[src/hw/rtl/tcs_pkg.sv]
// Shared types and constants for the track chord block.
// No dependencies; used by the front, both cell types and the top level.
`timescale 1ns / 1ps
`default_nettype none
package tcs_pkg;
  localparam int unsigned LANES = 3;   // distance, inner chord, outer chord
  localparam int unsigned NW    = 54;  // dividend width
  localparam int unsigned QW    = 30;  // clamped quotient width
  localparam int unsigned SW    = 24;  // |d|^2 width
  localparam int unsigned RW    = 31;  // root remainder width
  localparam int unsigned RTW   = 15;  // root steps
  localparam int unsigned LW    = 15;  // output length width
  localparam int unsigned FRONT_LAT = 6;
  localparam int unsigned CORE_LAT  = FRONT_LAT + QW + RTW;

  localparam logic       REG_INNER = 1'b0;
  localparam logic       REG_OUTER = 1'b1;
  localparam logic [9:0] INNER_RESET = 10'd650;
  localparam logic [9:0] OUTER_RESET = 10'd830;

  typedef struct packed {
    logic [NW-1:0] rem;
    logic [QW-1:0] quo;
  } div_lane_t;

  typedef struct packed {
    logic [RW-1:0] rem;
    logic [RW-1:0] res;
  } root_lane_t;
endpackage
`default_nettype wire

[src/hw/rtl/tcs_root_cell.sv]
// One integer square-root step for all lanes, trial bit 4^K.
// Depends on tcs_pkg.
`timescale 1ns / 1ps
`default_nettype none
module tcs_root_cell #(
  parameter int unsigned K = 0
) (
  input  wire                                      clk_i,
  input  wire                                      en_i,
  input  tcs_pkg::root_lane_t [tcs_pkg::LANES-1:0] lanes_i,
  output tcs_pkg::root_lane_t [tcs_pkg::LANES-1:0] lanes_o
);
  import tcs_pkg::*;

  logic [RW-1:0] bitv;
  logic [RW-1:0] t [LANES];
  assign bitv = RW'(1) << (2 * K);

  always_comb begin
    for (int i = 0; i < LANES; i++) t[i] = lanes_i[i].res + bitv;
  end

  always_ff @(posedge clk_i) begin
    if (en_i) begin
      for (int i = 0; i < LANES; i++) begin
        if (lanes_i[i].rem >= t[i]) begin
          lanes_o[i].rem <= lanes_i[i].rem - t[i];
          lanes_o[i].res <= (lanes_i[i].res >> 1) + bitv;
        end else begin
          lanes_o[i].rem <= lanes_i[i].rem;
          lanes_o[i].res <= lanes_i[i].res >> 1;
        end
      end
    end
  end
endmodule
`default_nettype wire

[config.mk]
export PLATFORM = sky130hd
export DESIGN_NAME = tcs_root_cell
export DESIGN_NICKNAME = d
export VERILOG_FILES = /design/src/hw/rtl/tcs_pkg.sv /design/src/hw/rtl/tcs_root_cell.sv
export SDC_FILE = /design/constraint.sdc
export NUM_CORES = 1
export LEC_CHECK = 0
export CAP_MARGIN = 20
export CORE_MARGIN = 2
export CORE_UTILIZATION = 50
export CTS_BUF_LIST = sky130_fd_sc_hd__clkbuf_8
export CTS_CLUSTER_DIAMETER = 30
export DETAILED_ROUTE_END_ITERATION = 8
export DONT_BUFFER_PORTS = 1
export GPL_TIMING_DRIVEN = 0
export SYNTH_ARGS = -nofsm -noshare
export SYNTH_HDL_FRONTEND = slang
export SYNTH_SLANG_ARGS = --single-unit
[constraint.sdc]
create_clock -name clk_i -period 9.1 [get_ports clk_i]
set_clock_uncertainty 0.05 [all_clocks]
set_input_delay 1.82 -clock clk_i [delete_from_list [all_inputs] [get_ports clk_i]]
set_output_delay 1.82 -clock clk_i [all_outputs]
set_load 0.05 [all_outputs]
==> impl_metrics.yaml <==
outcome:
  outcome: "finished, final reports clean"
placement:
  portbufs: 0
  dp_worst_setup_slack_ps: 1600
  globalplace.congestion: 0.972
  dpl-instance-area_um2: 15200
  detailedPlacementHpwl_um: 36500
finish:
  post_route_cells_drive_above_1_share: 0.0545
  mostFrequentLayoutCell: "sky130_fd_sc_hd__nand2_1"
  design.final.nets: 1911
  fin_util: 0.542
  largest_register_ffs: 186
  mostFrequentLayoutCells: "sky130_fd_sc_hd__nand2_1, sky130_fd_sc_hd__edfxtp_1, sky130_fd_sc_hd__o21ai_0"
  max_flop_register: "lanes_o"
  finalInstanceArea_um2: 15700
  multiInputGateArea_um2: 8670
  fillers: 2657
  area_delta_synth_final_pct: 6.13
  registers_with_the_highest_flip_flop_counts: "lanes_o: 186 flops"
  register_area_um2: 5590
yosys:
  ys_seq_elements: 186
  postSynth.topFlopCell: "sky130_fd_sc_hd__edfxtp_1"
  synth_cells: 1602
  synth_edf_count: 186
  yosys_warnings: 0
  syn_avg_cell_area_um2: 9.21
  post_syn_area_um2: 14700
  post_synth_num_cell_types: 74
  ys_async_sr_fraction: 0
  postSynthNetCount: 1892
  seq_area_frac_synth: 0.379
global_routing:
  grt_start_max_net_pins: 187
  number_of_global_route_vias_before_repair: 11800
  overflow: 0
  grt_antenna_before_repair: 3
  grt.total_usage: 0.295
  wire_length_of_the_first_global_routing_pass_um: 69700
clocking:
  htree_num_levels: 4
  cts_buffer_depth: 2
  hold_fix_buffers_cts: 0
  cts.reportedPaths.clkPinSlew_ps: 100
  ctsResizeCount: 0
  cts_tree: "done"
  clock-sinks: 186
  clockRootBuffer: "sky130_fd_sc_hd__clkbuf_8"
  cts_setup_buffers: 0
  cts-buffers-inserted: 17
worst_hold_path:
  worst_hold_path_type: "in -> reg"
worst_setup_path:
  worst_path_required_ps: 9320
  timing.critical_path.slowest_cell_delay_ps: 630
  critical-path-slowest-cell: "sky130_fd_sc_hd__a31oi_1"
  critical_path_class: "in -> reg"
  critical_path_launch_point_type: "primary input"
  timing.critical_path.arrival_ps: 7240
  worst-path-max-fanout: 10
  endpoint_kind: "register"
  ordered_list_of_cells_on_the_worst_path: "buf_2, nand3_1, nor2_1, nand4_1, nor3_1, and3_1, clkbuf_2, nand3_1, nor3_1, xnor2_1, ha_1, nand4_1, nor2_1, nand3_1, nor2_1, a211oi_1, inv_1, a31oi_1, clkbuf_1, buf_2, buf_2, nand2_1, o21ai_0"
detailed_routing:
  drt-vias-per-instance: 6.10
  num_vias: 12300
  firstDrtPassIters: 5
  first_iter_violations: 1008
  postRouteAntennaNets: 0
  detail_route.wl_per_cell_um: 22.8
  drt_wl_total_um: 46000
  post-route-drc-count: 0
timing:
  pins_over_their_slew_limit: 0
  min_period_over_period: 0.771
  hold_viol_final: 0
  tightest_slew_ps: 969
  final-setup-viol-count: 0
  fin_crit_ps: 7010
  max_freq_mhz: 143
  fin_ws_ps: 2090
  grt_setup_unrepaired: "no"
  relative_max_transition_margin: 0.353
  whs_ps: 1380
  setup_total_negative_slack_ps: 0
floorplanning:
  placementRows: 62
  die_area_um2: 30900
  horiz_die_dim_um: 176
  die_h_um: 176
  coreArea_um2: 28900
  start_util: 0.511
  io_pins: 374
power_and_ir_drop:
  power_leakage_nw: 5.78
  pwr_per_cell_area_nw_per_um2: 171
  vdd_drop_max_mv: 0.0938
job:
  max_cap_viol_count: 0
-- report_power, final --
group          leakage, nW  total, W  switching (W)  internal, W
Combinational         3.75  0.000597       0.000363     0.000234
Sequential            1.82   0.00146       0.000386      0.00108
Clock                0.207  0.000614       0.000337     0.000277
Total                 5.78   0.00267        0.00109      0.00159
-- cell families after synthesis --
logic type | Yosys count | synth area share
muxes | 9 | 0.00679
xor gates and xnor gates | 256 | 0.152
and+or+nand+nor | 559 | 0.187
adders and majority gates | 102 | 0.0881
AOI/OAI and AO/OA | 370 | 0.155
DFF | 186 | 0.379
buffers and inverters | 120 | 0.0330
-- routing by layer --
layer | vias up | track usage | routed length [µm]
met4 | 2 | 0.101 | 1490
met3 | 75 | 0.0829 | 4140
met5 | - | 0 | 13
met2 | 540 | 0.453 | 20400
li1 | 5847 | - | -
met1 | 5849 | 0.399 | 20000
-- final timing paths --
kind,slack [ps],endpoint,startpoint,depth (start not counted)
max,2090,lanes_o[114],lanes_i[68],23
min,1380,lanes_o[36],en_i,0
-- Yosys cell counts, drive strengths merged, types with 9 or more instances --
cell,n,area share
inv,47,0.012
a21oi,88,0.030
or3,9,0.0042
a21o,44,0.022
o211ai,13,0.0066
buf,26,0.0090
a31oi,12,0.0051
xnor2,128,0.076
and4,9,0.0053
nand4,52,0.022
clkbuf,47,0.012
nand2,200,0.051
a211oi,11,0.0056
nor2,100,0.025
nor4,16,0.0088
xor2,128,0.076
nor3,38,0.015
nand2b,23,0.0098
nand3,59,0.020
edfxtp,186,0.38
o21bai,20,0.010
ha,99,0.084
o21ai,136,0.046
and3,20,0.0085
-- final cells by class --
class,count,share of cell area
inverters,47,0.0113
plain buffers,73,0.0198
well taps,384,0.0307
flip-flops and latches,186,0.357
clock buffers,17,0.0150
diodes,1,0.000160
clock inverters,15,0.0119
multi-input cells,1296,0.554
-- stage by stage --
stage	std cells	power, W
floorplan	1602	0.00190
global placement	1986	0.00206
detailed placement	1986	0.00207
CTS	2018	0.00268
global route	2019	0.00279
finish	2019	0.00267
-- worst max-delay path, delay by kind of cell --
kind / cells / cell delay [ps]
xor+xnor: 1 / 160
fa+ha+maj: 1 / 320
simple gates: 12 / 2230
buf+inv: 6 / 1560
compound gates: 3 / 1130
No activity file was read; power rests on OpenSTA's default activity.
