$ cat config.mk
export PLATFORM = sky130hd
export DESIGN_NAME = tcs_div_cell
export DESIGN_NICKNAME = d
export VERILOG_FILES = /design/src/hw/rtl/tcs_pkg.sv /design/src/hw/rtl/tcs_div_cell.sv
export SDC_FILE = /design/constraint.sdc
export NUM_CORES = 1
export LEC_CHECK = 0
export BUFFER_PORTS_ARGS = -buffer_cell sky130_fd_sc_hd__buf_4
export CORE_AREA = 4 4 214 216
export DETAILED_ROUTE_END_ITERATION = 10
export DIE_AREA = 0 0 218 220
export SYNTH_ARGS = -nofsm -noshare
export SYNTH_HDL_FRONTEND = slang
export SYNTH_SLANG_ARGS = --single-unit
$ cat constraint.sdc
create_clock -name clk_i -period 3.83 [get_ports clk_i]
set_input_delay 0.766 -clock clk_i [delete_from_list [all_inputs] [get_ports clk_i]]
set_output_delay 0.766 -clock clk_i [all_outputs]
set_load 0.005 [all_outputs]
$ cat src/hw/rtl/tcs_pkg.sv
// Shared types and constants for the track chord block.
// No dependencies; used by the front, both cell types and the top level.
`timescale 1ns / 1ps
`default_nettype none
package tcs_pkg;
  localparam int unsigned LANES = 3;   // distance, inner chord, outer chord
  localparam int unsigned NW    = 54;  // dividend width
  localparam int unsigned QW    = 30;  // clamped quotient width
  localparam int unsigned SW    = 24;  // |d|^2 width
  localparam int unsigned RW    = 31;  // root remainder width
  localparam int unsigned RTW   = 15;  // root steps
  localparam int unsigned LW    = 15;  // output length width
  localparam int unsigned FRONT_LAT = 6;
  localparam int unsigned CORE_LAT  = FRONT_LAT + QW + RTW;

  localparam logic       REG_INNER = 1'b0;
  localparam logic       REG_OUTER = 1'b1;
  localparam logic [9:0] INNER_RESET = 10'd650;
  localparam logic [9:0] OUTER_RESET = 10'd830;

  typedef struct packed {
    logic [NW-1:0] rem;
    logic [QW-1:0] quo;
  } div_lane_t;

  typedef struct packed {
    logic [RW-1:0] rem;
    logic [RW-1:0] res;
  } root_lane_t;
endpackage
`default_nettype wire

$ cat src/hw/rtl/tcs_div_cell.sv
// One restoring-division step for all lanes, quotient bit K.
// Depends on tcs_pkg.
`timescale 1ns / 1ps
`default_nettype none
module tcs_div_cell #(
  parameter int unsigned K = 0
) (
  input  wire                                     clk_i,
  input  wire                                     en_i,
  input  tcs_pkg::div_lane_t [tcs_pkg::LANES-1:0] lanes_i,
  input  wire  [tcs_pkg::SW-1:0]                  s_i,
  output tcs_pkg::div_lane_t [tcs_pkg::LANES-1:0] lanes_o,
  output logic [tcs_pkg::SW-1:0]                  s_o
);
  import tcs_pkg::*;

  logic [NW-1:0] sh;
  assign sh = NW'(s_i) << K;

  always_ff @(posedge clk_i) begin
    if (en_i) begin
      for (int i = 0; i < LANES; i++) begin
        if (lanes_i[i].rem >= sh) begin
          lanes_o[i].rem <= lanes_i[i].rem - sh;
          lanes_o[i].quo <= lanes_i[i].quo | (QW'(1) << K);
        end else begin
          lanes_o[i] <= lanes_i[i];
        end
      end
      s_o <= s_i;
    end
  end
endmodule
`default_nettype wire

==> run_results.csv, run 1 <==
group,metric,value,unit
timing,hold_violations,0,
grt,grt_overflow,0,
synth,synth_area_leader_cell,"edfxtp_1",
placement,hpwl,47940,um
grt,grt_pass1_vias,14010,
drt,routed_wl,59050,um
synth,yosysMostFrequentCell,"edfxtp_1",
synth,yosys_register_bits,276,
power_and_ir_drop,vdd_ir_drop_max,0.2569,mV
synth,ys_top_cells_by_area,"edfxtp_1 (53%), ha_1 (5.8%), xor2_1 (4.6%)",
die,dieHeight,220,um
final_layout,area_delta_synth_final,44.93,%
synth,ys_dominant_reg_cell,"edfxtp_1",
grt,grt_max_degree,73,
die,start_util,35.32,%
timing,slew-limit-headroom,55.89,%
synth,synthCells,1369,
final_layout,multi_input_area,6859,sq um
grt,grt.total_usage,23.33,%
final_layout,layout.nets,2415,
hold_path,hold_class,"in2reg",
drt,wire_per_inst,22.02,um
clock_network,htree_num_levels,2,
hold_path,hold-path-endpoint,"lanes_o[108]",
placement,numPortBuffers,553,
clock_network,ctsLongestPathBuffers,3,
synth,synth.net_count,1722,
die,die_area,47960,sq um
synth,synth_top_area_share,53.42,%
final_layout,final_cell_count_no_fill,2682,
setup_path,crit_fanout,31,
timing,setup_viol,0,
timing,max_freq,0.2942,GHz
timing,tightest_slew,0.6556,ns
final_layout,num-fill-cells,4041,
power_and_ir_drop,p_per_area,399.0,nW/um^2
clock_network,numCtsBuffers,34,
drt,route.detailed.drc,0,
synth,synth_cell_types,75,
setup_path,arrival,3.69,ns
hold_path,min_path_cells,1,
die,die_w,218,um
synth,synth_warnings,0,
drt,drt_iter0_markers,1003,
timing,period_share,88.75,%
synth,synthArstFlopShare,0,%
clock_network,clkTransAtPathRegs,0.06,ns
outcome,outcome,"completed",
synth,synthTopCellsByCount,"edfxtp_1 (276), nand2_1 (107), a21oi_1 (96)",
timing,min_period,3.399,ns
timing,whs,0.3923,ns
clock_network,cts_tree,"built",
power_and_ir_drop,leakagePower,9.439,nW
clock_network,clock-root-buffer,"clkbuf_16",
drt,ant_nets,0,
hold_path,min_from,"lanes_i[108]",
final_layout,layout-drive-gt1-share,38.16,%
setup_path,setup.worst_path.class,"in2reg",
grt,grt_pass1_wl,85130,um
synth,avgSynthCellArea,11.33,sq um
placement,gp_congestion,0.8905,
clock_network,post_cts_buffers,0,
synth,ys_seq_area_share,53.42,%
die,ioPinCount,554,
setup_path,cp-end-kind,"flip-flop",
run,max_cap_viol_count,0,
synth,synth_area,15510,sq um
drt,via_per_inst,5.158,
clock_network,cts_resized,0,
die,core,43930,sq um
grt,antenna_found_initial,9,
timing,slew_viol_final,0,
drt,vias,13830,
clock_network,clock-sinks,276,
final_layout,ff_latch_area,8288,sq um
setup_path,required,4.12,ns
timing,rsz0062_at_grt,"false",
clock_network,cts_hold_buf,0,
drt,first_pass_iters,8,
synth,synth_edf_count,276,
setup_path,start_kind,"input port",
die,core.rowCount,77,
placement,dpl.cell_count,2618,
## cells in the final DEF, fill, tap and decap left out, types with 13 or more instances in the layout
cell | netlist | layout
xnor2_1 | 68 | 68
inv_1 | 47 | 47
clkbuf_16 | 0 | 34
nand2b_1 | 21 | 21
nand2_1 | 107 | 107
a21oi_1 | 96 | 96
nand3_1 | 30 | 30
a21o_1 | 38 | 38
nor4_1 | 26 | 26
edfxtp_1 | 276 | 276
nor2_1 | 90 | 90
ha_1 | 72 | 72
xor2_1 | 81 | 81
or3_1 | 21 | 21
or4_1 | 13 | 13
buf_4 | 0 | 699
nor3_1 | 37 | 37
nand4_1 | 26 | 26
o21ai_0 | 76 | 76
## sequential cells by signal, summed over array words and instances, names as in the netlist
register,flops
lanes_o,252
s_o,24
## per-stage QoR
stage / total power, mW / worst slack (ns) / cell area (sq um) / TNS (ns) / util (%)
after detailed placement: 5.957 / -0.07860 / 21430 / -0.5758 / 48.77
after global routing: 9.400 / 0.3110 / 22480 / 0 / 51.16
final: 8.973 / 0.4310 / 22490 / 0 / 51.18
after floorplan: 4.636 / 0.2467 / 15510 / 0 / -
after global placement: 5.942 / -0.06359 / 21430 / -0.3323 / 48.77
after CTS: 9.074 / 0.4528 / 22480 / 0 / 51.16
## kinds of logic (layout without fill, tap and decap cells)
group	count (synthesis)	in the layout	synth area share, %
other	0	4	0
adders and majority gates	75	75	6.194
and+or+nand+nor	454	454	15.84
DFF	276	276	53.42
AOI/OAI and AO/OA	304	304	12.55
xor gates and xnor gates	149	149	8.411
muxes	16	16	1.137
buffers and inverters	95	812	2.452
## layout make-up
class                           instances  share of cell area [%]
Antenna cell                            4                 0.04452
Clock buffer                           39                   3.867
Clock inverter                         21                  0.7957
Inverter                               47                  0.7846
Multi-Input combinational cell        998                   30.50
Sequential cell                       276                   36.86
Tap cell                              592                   3.294
Timing Repair Buffer                  705                   23.85
## critical path: stages
cell	delay, ns
buf_4	0.11
or4_1	0.59
or4_4	0.51
or3_1	0.40
nor4b_2	0.34
o31a_2	0.28
nand2_1	0.16
buf_12	0.20
mux2_1	0.32
## report_power, final
group / leakage (nW) / internal (mW) / switching, mW / total, mW
Clock: 0.504 / 1.78 / 1.30 / 3.08
Sequential: 2.70 / 3.71 / 0.113 / 3.82
Combinational: 6.23 / 1.05 / 1.02 / 2.07
Total: 9.44 / 6.53 / 2.44 / 8.97
## metal layers
layer	GRT usage [%]	share of wire, %	up-vias
met4	7.141	2.9	12
met2	40.43	49	571
met1	28.58	39	6587
met5	0	0.14	-
li1	-	-	6560
met3	6.164	8.3	104
## worst max-delay path by stage
stage / startpoint / endpoint / slack [ns] / cells past startpoint
after global routing: lanes_i[114] / lanes_o[148] / 0.31 / 14
after detailed placement: lanes_i[30] / lanes_o[74] / -0.08 / 12
final: lanes_i[240] / lanes_o[206] / 0.43 / 9
after CTS: lanes_i[240] / lanes_o[206] / 0.45 / 9
after floorplan: s_i[21] / lanes_o[148] / 0.25 / 12
after global placement: lanes_i[30] / lanes_o[70] / -0.06 / 12
Power figures use the tool's default switching activity.
==> inputs of run 2 (changes only) <==
--- a/config.mk
+++ b/config.mk
@@ -6,9 +6,13 @@
 export NUM_CORES = 1
 export LEC_CHECK = 0
 export BUFFER_PORTS_ARGS = -buffer_cell sky130_fd_sc_hd__buf_4
-export CORE_AREA = 4 4 214 216
+export CELL_PAD_IN_SITES_DETAIL_PLACEMENT = 0
+export CELL_PAD_IN_SITES_GLOBAL_PLACEMENT = 1
+export CORE_AREA = 4 4 211 213
 export DETAILED_ROUTE_END_ITERATION = 10
-export DIE_AREA = 0 0 218 220
+export DIE_AREA = 0 0 215 217
+export PLACE_DENSITY_LB_ADDON = 0.1
+export RECOVER_POWER = 100
 export SYNTH_ARGS = -nofsm -noshare
 export SYNTH_HDL_FRONTEND = slang
 export SYNTH_SLANG_ARGS = --single-unit
==> run_results.csv, run 2 (synthesis results as in run 1) <==
group,metric,value,unit
placement,gp_congestion,0.9102,
placement,pre_cts_slack,-0.2112,ns
final_layout,layout-drive-gt1-share,31.54,%
clock_network,numCtsBuffers,35,
power_and_ir_drop,leakagePower,8.904,nW
timing,whs,0.4258,ns
drt,ant_nets,0,
drt,first_pass_iters,5,
drt,top_layer_used,"met5",
hold_path,hold_class,"in2reg",
die,ioPinCount,554,
setup_path,path_delay_family,"simple AND/OR/NAND/NOR gates",
power_and_ir_drop,vdd_ir_drop_max,0.2650,mV
power_and_ir_drop,p_per_area,403.1,nW/um^2
timing,tightest_slew,2.743,ns
setup_path,path_buf_inv,2,
final_layout,top_regs,"lanes_o: 252 flops, s_o: 24 flops",
timing,slew-limit-headroom,-83.19,%
outcome,violations,"capacitance limit, slew limit",
grt,grt_max_degree,83,
final_layout,area_delta_synth_final,40.51,%
placement,numPortBuffers,553,
die,core.rowCount,76,
die,die_w,215,um
setup_path,max_stage_delay,0.58,ns
clock_network,clock-root-buffer,"clkbuf_16",
drt,wl_met2,29010,um
timing,final.setup.worst_slack,0.3046,ns
drt,routed_wl,57550,um
placement,hpwl,46790,um
setup_path,start_kind,"input port",
drt,via_per_inst,5.163,
clock_network,cts_hold_buf,0,
die,dieHeight,217,um
drt,drt_iter0_markers,954,
timing,timing.setup.tns,0,ns
drt,vias,13580,
timing,period_share,92.05,%
clock_network,clock-sinks,276,
die,core,42700,sq um
clock_network,cts_resized,0,
setup_path,arrival,3.81,ns
grt,grt.total_usage,23.74,%
setup_path,setup.worst_path.class,"in2reg",
grt,antenna_found_initial,8,
setup_path,path_cells,"clkbuf_4 > or4_1 > or4_4 > or3_1 > nor4b_1 > o31a_2 > nand2_1 > buf_2 > mux2_1",
final_layout,layout.nets,2408,
final_layout,layout_common_cells,"buf_4 (282), clkbuf_4 (281), edfxtp_1 (276)",
die,start_util,36.34,%
clock_network,htree_num_levels,2,
clock_network,cts_tree,"built",
grt,grt_pass1_vias,13810,
final_layout,num-fill-cells,4023,
setup_path,cp_slowest_cell,"or4_1",
final_layout,regMostFlops,"lanes_o",
drt,route.detailed.drc,0,
run,max_cap_viol_count,1,
drt,wire_per_inst,21.88,um
timing,rsz0062_at_grt,"false",
drt,wirelength_met1,23190,um
clock_network,ctsLongestPathBuffers,3,
grt,grt_overflow,0,
final_layout,final_common_cell,"buf_4",
die,die_area,46660,sq um
setup_path,required,4.12,ns
timing,hold_violations,0,
drt,wl_met3,4081,um
setup_path,cp-end-kind,"flip-flop",
final_layout,largest_reg_flops,252,
timing,min_period,3.525,ns
clock_network,post_cts_buffers,0,
clock_network,clkTransAtPathRegs,0.06,ns
grt,grt_pass1_wl,85090,um
timing,slew_viol_final,56,
timing,setup_viol,0,
setup_path,crit_fanout,29,
outcome,outcome,"finished with violations",
timing,max_freq,0.2837,GHz
-- run 2: routing by layer --
metal,track usage [%],vias to the layer above
li1,-,6552
met1,28.77,6457
met2,42.38,490
met3,6.465,70
met4,5.433,10
met5,0,-
-- run 2: path summary, 6_finish.rpt --
check | slack, ns | endpoint | cells past startpoint | startpoint
setup / recovery | 0.30 | lanes_o[199] | 9 | lanes_i[240]
hold / removal | 0.43 | lanes_o[113] | 1 | lanes_i[113]
-- run 2: cell type report --
cell class                 count  area [sq um]  area share, %
timing repair buffer         697          4807          22.05
sequential                   276          8288          38.02
tap                          546         683.2          3.134
clock inverter                22         156.4         0.7174
multi-input combinational    998          6784          31.12
clock buffer                  40         894.6          4.104
antenna                        4         10.01        0.04592
inverter                      47         176.4         0.8093
-- run 2: power breakdown --
group / total, mW / internal, mW / switching [mW] / leakage, nW
Clock: 3.06 / 1.76 / 1.31 / 0.517
Combinational: 1.92 / 0.916 / 1.00 / 5.68
Sequential: 3.81 / 3.71 / 0.0960 / 2.70
Total: 8.79 / 6.38 / 2.40 / 8.90
-- run 2: through the flow --
stage	area (sq um)	util [%]	std cells	total power [mW]
2_1_floorplan	15510	-	1369	4.636
3_3_place_gp	21320	49.94	2564	5.916
3_5_place_dp	21320	49.94	2564	5.920
4_1_cts	22370	52.40	2626	9.039
5_1_grt	21790	51.05	2628	9.210
6_report	21800	51.06	2630	8.787
==> inputs of run 3 (changes only) <==
--- a/config.mk
+++ b/config.mk
@@ -8,9 +8,9 @@
 export BUFFER_PORTS_ARGS = -buffer_cell sky130_fd_sc_hd__buf_4
 export CELL_PAD_IN_SITES_DETAIL_PLACEMENT = 0
 export CELL_PAD_IN_SITES_GLOBAL_PLACEMENT = 1
-export CORE_AREA = 4 4 211 213
+export CORE_AREA = 2 2 215 217
 export DETAILED_ROUTE_END_ITERATION = 10
-export DIE_AREA = 0 0 215 217
+export DIE_AREA = 0 0 217 219
 export PLACE_DENSITY_LB_ADDON = 0.1
 export RECOVER_POWER = 100
 export SYNTH_ARGS = -nofsm -noshare
==> run_results.csv, run 3 (synthesis results as in run 1) <==
group,metric,value,unit
drt,via_per_inst,5.051,
setup_path,start_kind,"input port",
setup_path,cpMostUsedCell,"clkbuf_1",
setup_path,path_cells,"clkbuf_1 > ha_1 > inv_1 > fa_1 > a21o_1 > a311o_1 > a211oi_1 > nor2_1 > clkbuf_1 > nand4_1 > clkbuf_1 > a211oi_2 > clkbuf_2 > and4b_1 > xor2_1",
setup_path,required,4.12,ns
die,core.rowCount,78,
final_layout,final_cell_count_no_fill,2682,
timing,hold_violations,0,
setup_path,path_delay_family,"compound AO/OA/AOI/OAI gates",
clock_network,clock-root-buffer,"clkbuf_16",
setup_path,setup.worst_path.class,"in2reg",
grt,antenna_found_initial,8,
grt,grt_pass1_vias,13330,
power_and_ir_drop,leakagePower,8.878,nW
clock_network,post_cts_buffers,0,
grt,grt_max_degree,73,
final_layout,largest_reg_flops,252,
clock_network,cts_tree,"built",
setup_path,max_stage_delay,0.38,ns
final_layout,multi_input_area,6807,sq um
final_layout,layout.nets,2402,
timing,tightest_slew,2.643,ns
setup_path,crit_fanout,9,
power_and_ir_drop,p_per_area,396.8,nW/um^2
clock_network,clkTransAtPathRegs,0.06,ns
clock_network,htree_num_levels,2,
grt,grt_pass1_wl,82190,um
setup_path,arrival,3.96,ns
placement,gp_congestion,0.8794,
timing,whs,0.4199,ns
clock_network,cts_hold_buf,0,
drt,first_pass_iters,5,
drt,vias,13550,
final_layout,regMostFlops,"lanes_o",
timing,slew_viol_final,52,
setup_path,cp-end-kind,"flip-flop",
timing,min_period,3.669,ns
final_layout,layout_common_cells,"clkbuf_4 (287), buf_4 (282), edfxtp_1 (276)",
timing,rsz0062_at_grt,"false",
outcome,violations,"capacitance limit, slew limit",
clock_network,ctsLongestPathBuffers,3,
setup_path,cp_slowest_cell,"fa_1",
grt,grt_overflow,0,
run,max_cap_viol_count,1,
clock_network,numCtsBuffers,34,
placement,hpwl,46510,um
final_layout,layout-drive-gt1-share,31.66,%
die,die_area,47520,sq um
drt,drt_iter0_markers,857,
final_layout,final_common_cell,"clkbuf_4",
die,start_util,34.41,%
timing,setup_viol,0,
final_layout,num-fill-cells,4357,
final_layout,area_delta_synth_final,40.76,%
hold_path,hold_class,"in2reg",
die,ioPinCount,554,
die,core,45090,sq um
placement,numPortBuffers,553,
grt,grt.total_usage,23.17,%
clock_network,cts_resized,0,
die,die_w,217,um
outcome,outcome,"finished with violations",
setup_path,path_buf_inv,5,
timing,period_share,95.80,%
drt,ant_nets,0,
placement,dpl.cell_count,2613,
drt,route.detailed.drc,0,
die,dieHeight,219,um
drt,wire_per_inst,21.32,um
final_layout,top_regs,"lanes_o: 252 flops, s_o: 24 flops",
clock_network,clock-sinks,276,
final_layout,ff_latch_area,8288,sq um
timing,max_freq,0.2725,GHz
drt,routed_wl,57170,um
power_and_ir_drop,vdd_ir_drop_max,0.2385,mV
timing,slew-limit-headroom,-76.18,%
[run 3: final cells by class]
cell class                      count  share of cell area (%)
Clock inverter                     22                  0.5787
Sequential cell                   276                   37.95
Inverter                           47                  0.8078
Antenna cell                        7                 0.08021
Multi-Input combinational cell    998                   31.17
Clock buffer                       40                   3.999
Tap cell                          600                   3.438
Timing Repair Buffer              692                   21.98
[run 3: per-layer routing]
layer | wire length (um) | track usage (%)
met2 | 28130 | 39.55
met3 | 4297 | 6.057
met1 | 22740 | 27.82
met5 | 36 | 0
met4 | 1965 | 9.315
[run 3: final timing paths]
| kind | start | endpoint | slack (ns) | cells past startpoint |
|---|---|---|---|---|
| min | lanes_i[104] | lanes_o[104] | 0.42 | 1 |
| max | s_i[0] | lanes_o[245] | 0.16 | 15 |
[run 3: power breakdown]
part	switching, mW	internal (mW)	leakage (nW)	total (mW)
clock network	1.29	1.64	0.486	2.94
registers	0.0938	3.71	2.70	3.80
logic	1.01	0.917	5.69	1.92
[run 3: metrics by stage]
stage	worst slack [ns]	total power, mW	setup TNS, ns	cell area (sq um)	util (%)
final	0.1609	8.665	0	21840	48.43
after global routing	0.02883	9.086	0	21830	48.42
after CTS	0.3490	8.918	0	22330	49.52
after detailed placement	-0.2516	5.923	-4.030	21330	47.30
after global placement	-0.2500	5.922	-2.341	21330	47.30
after floorplan	0.2467	4.636	0	15510	-
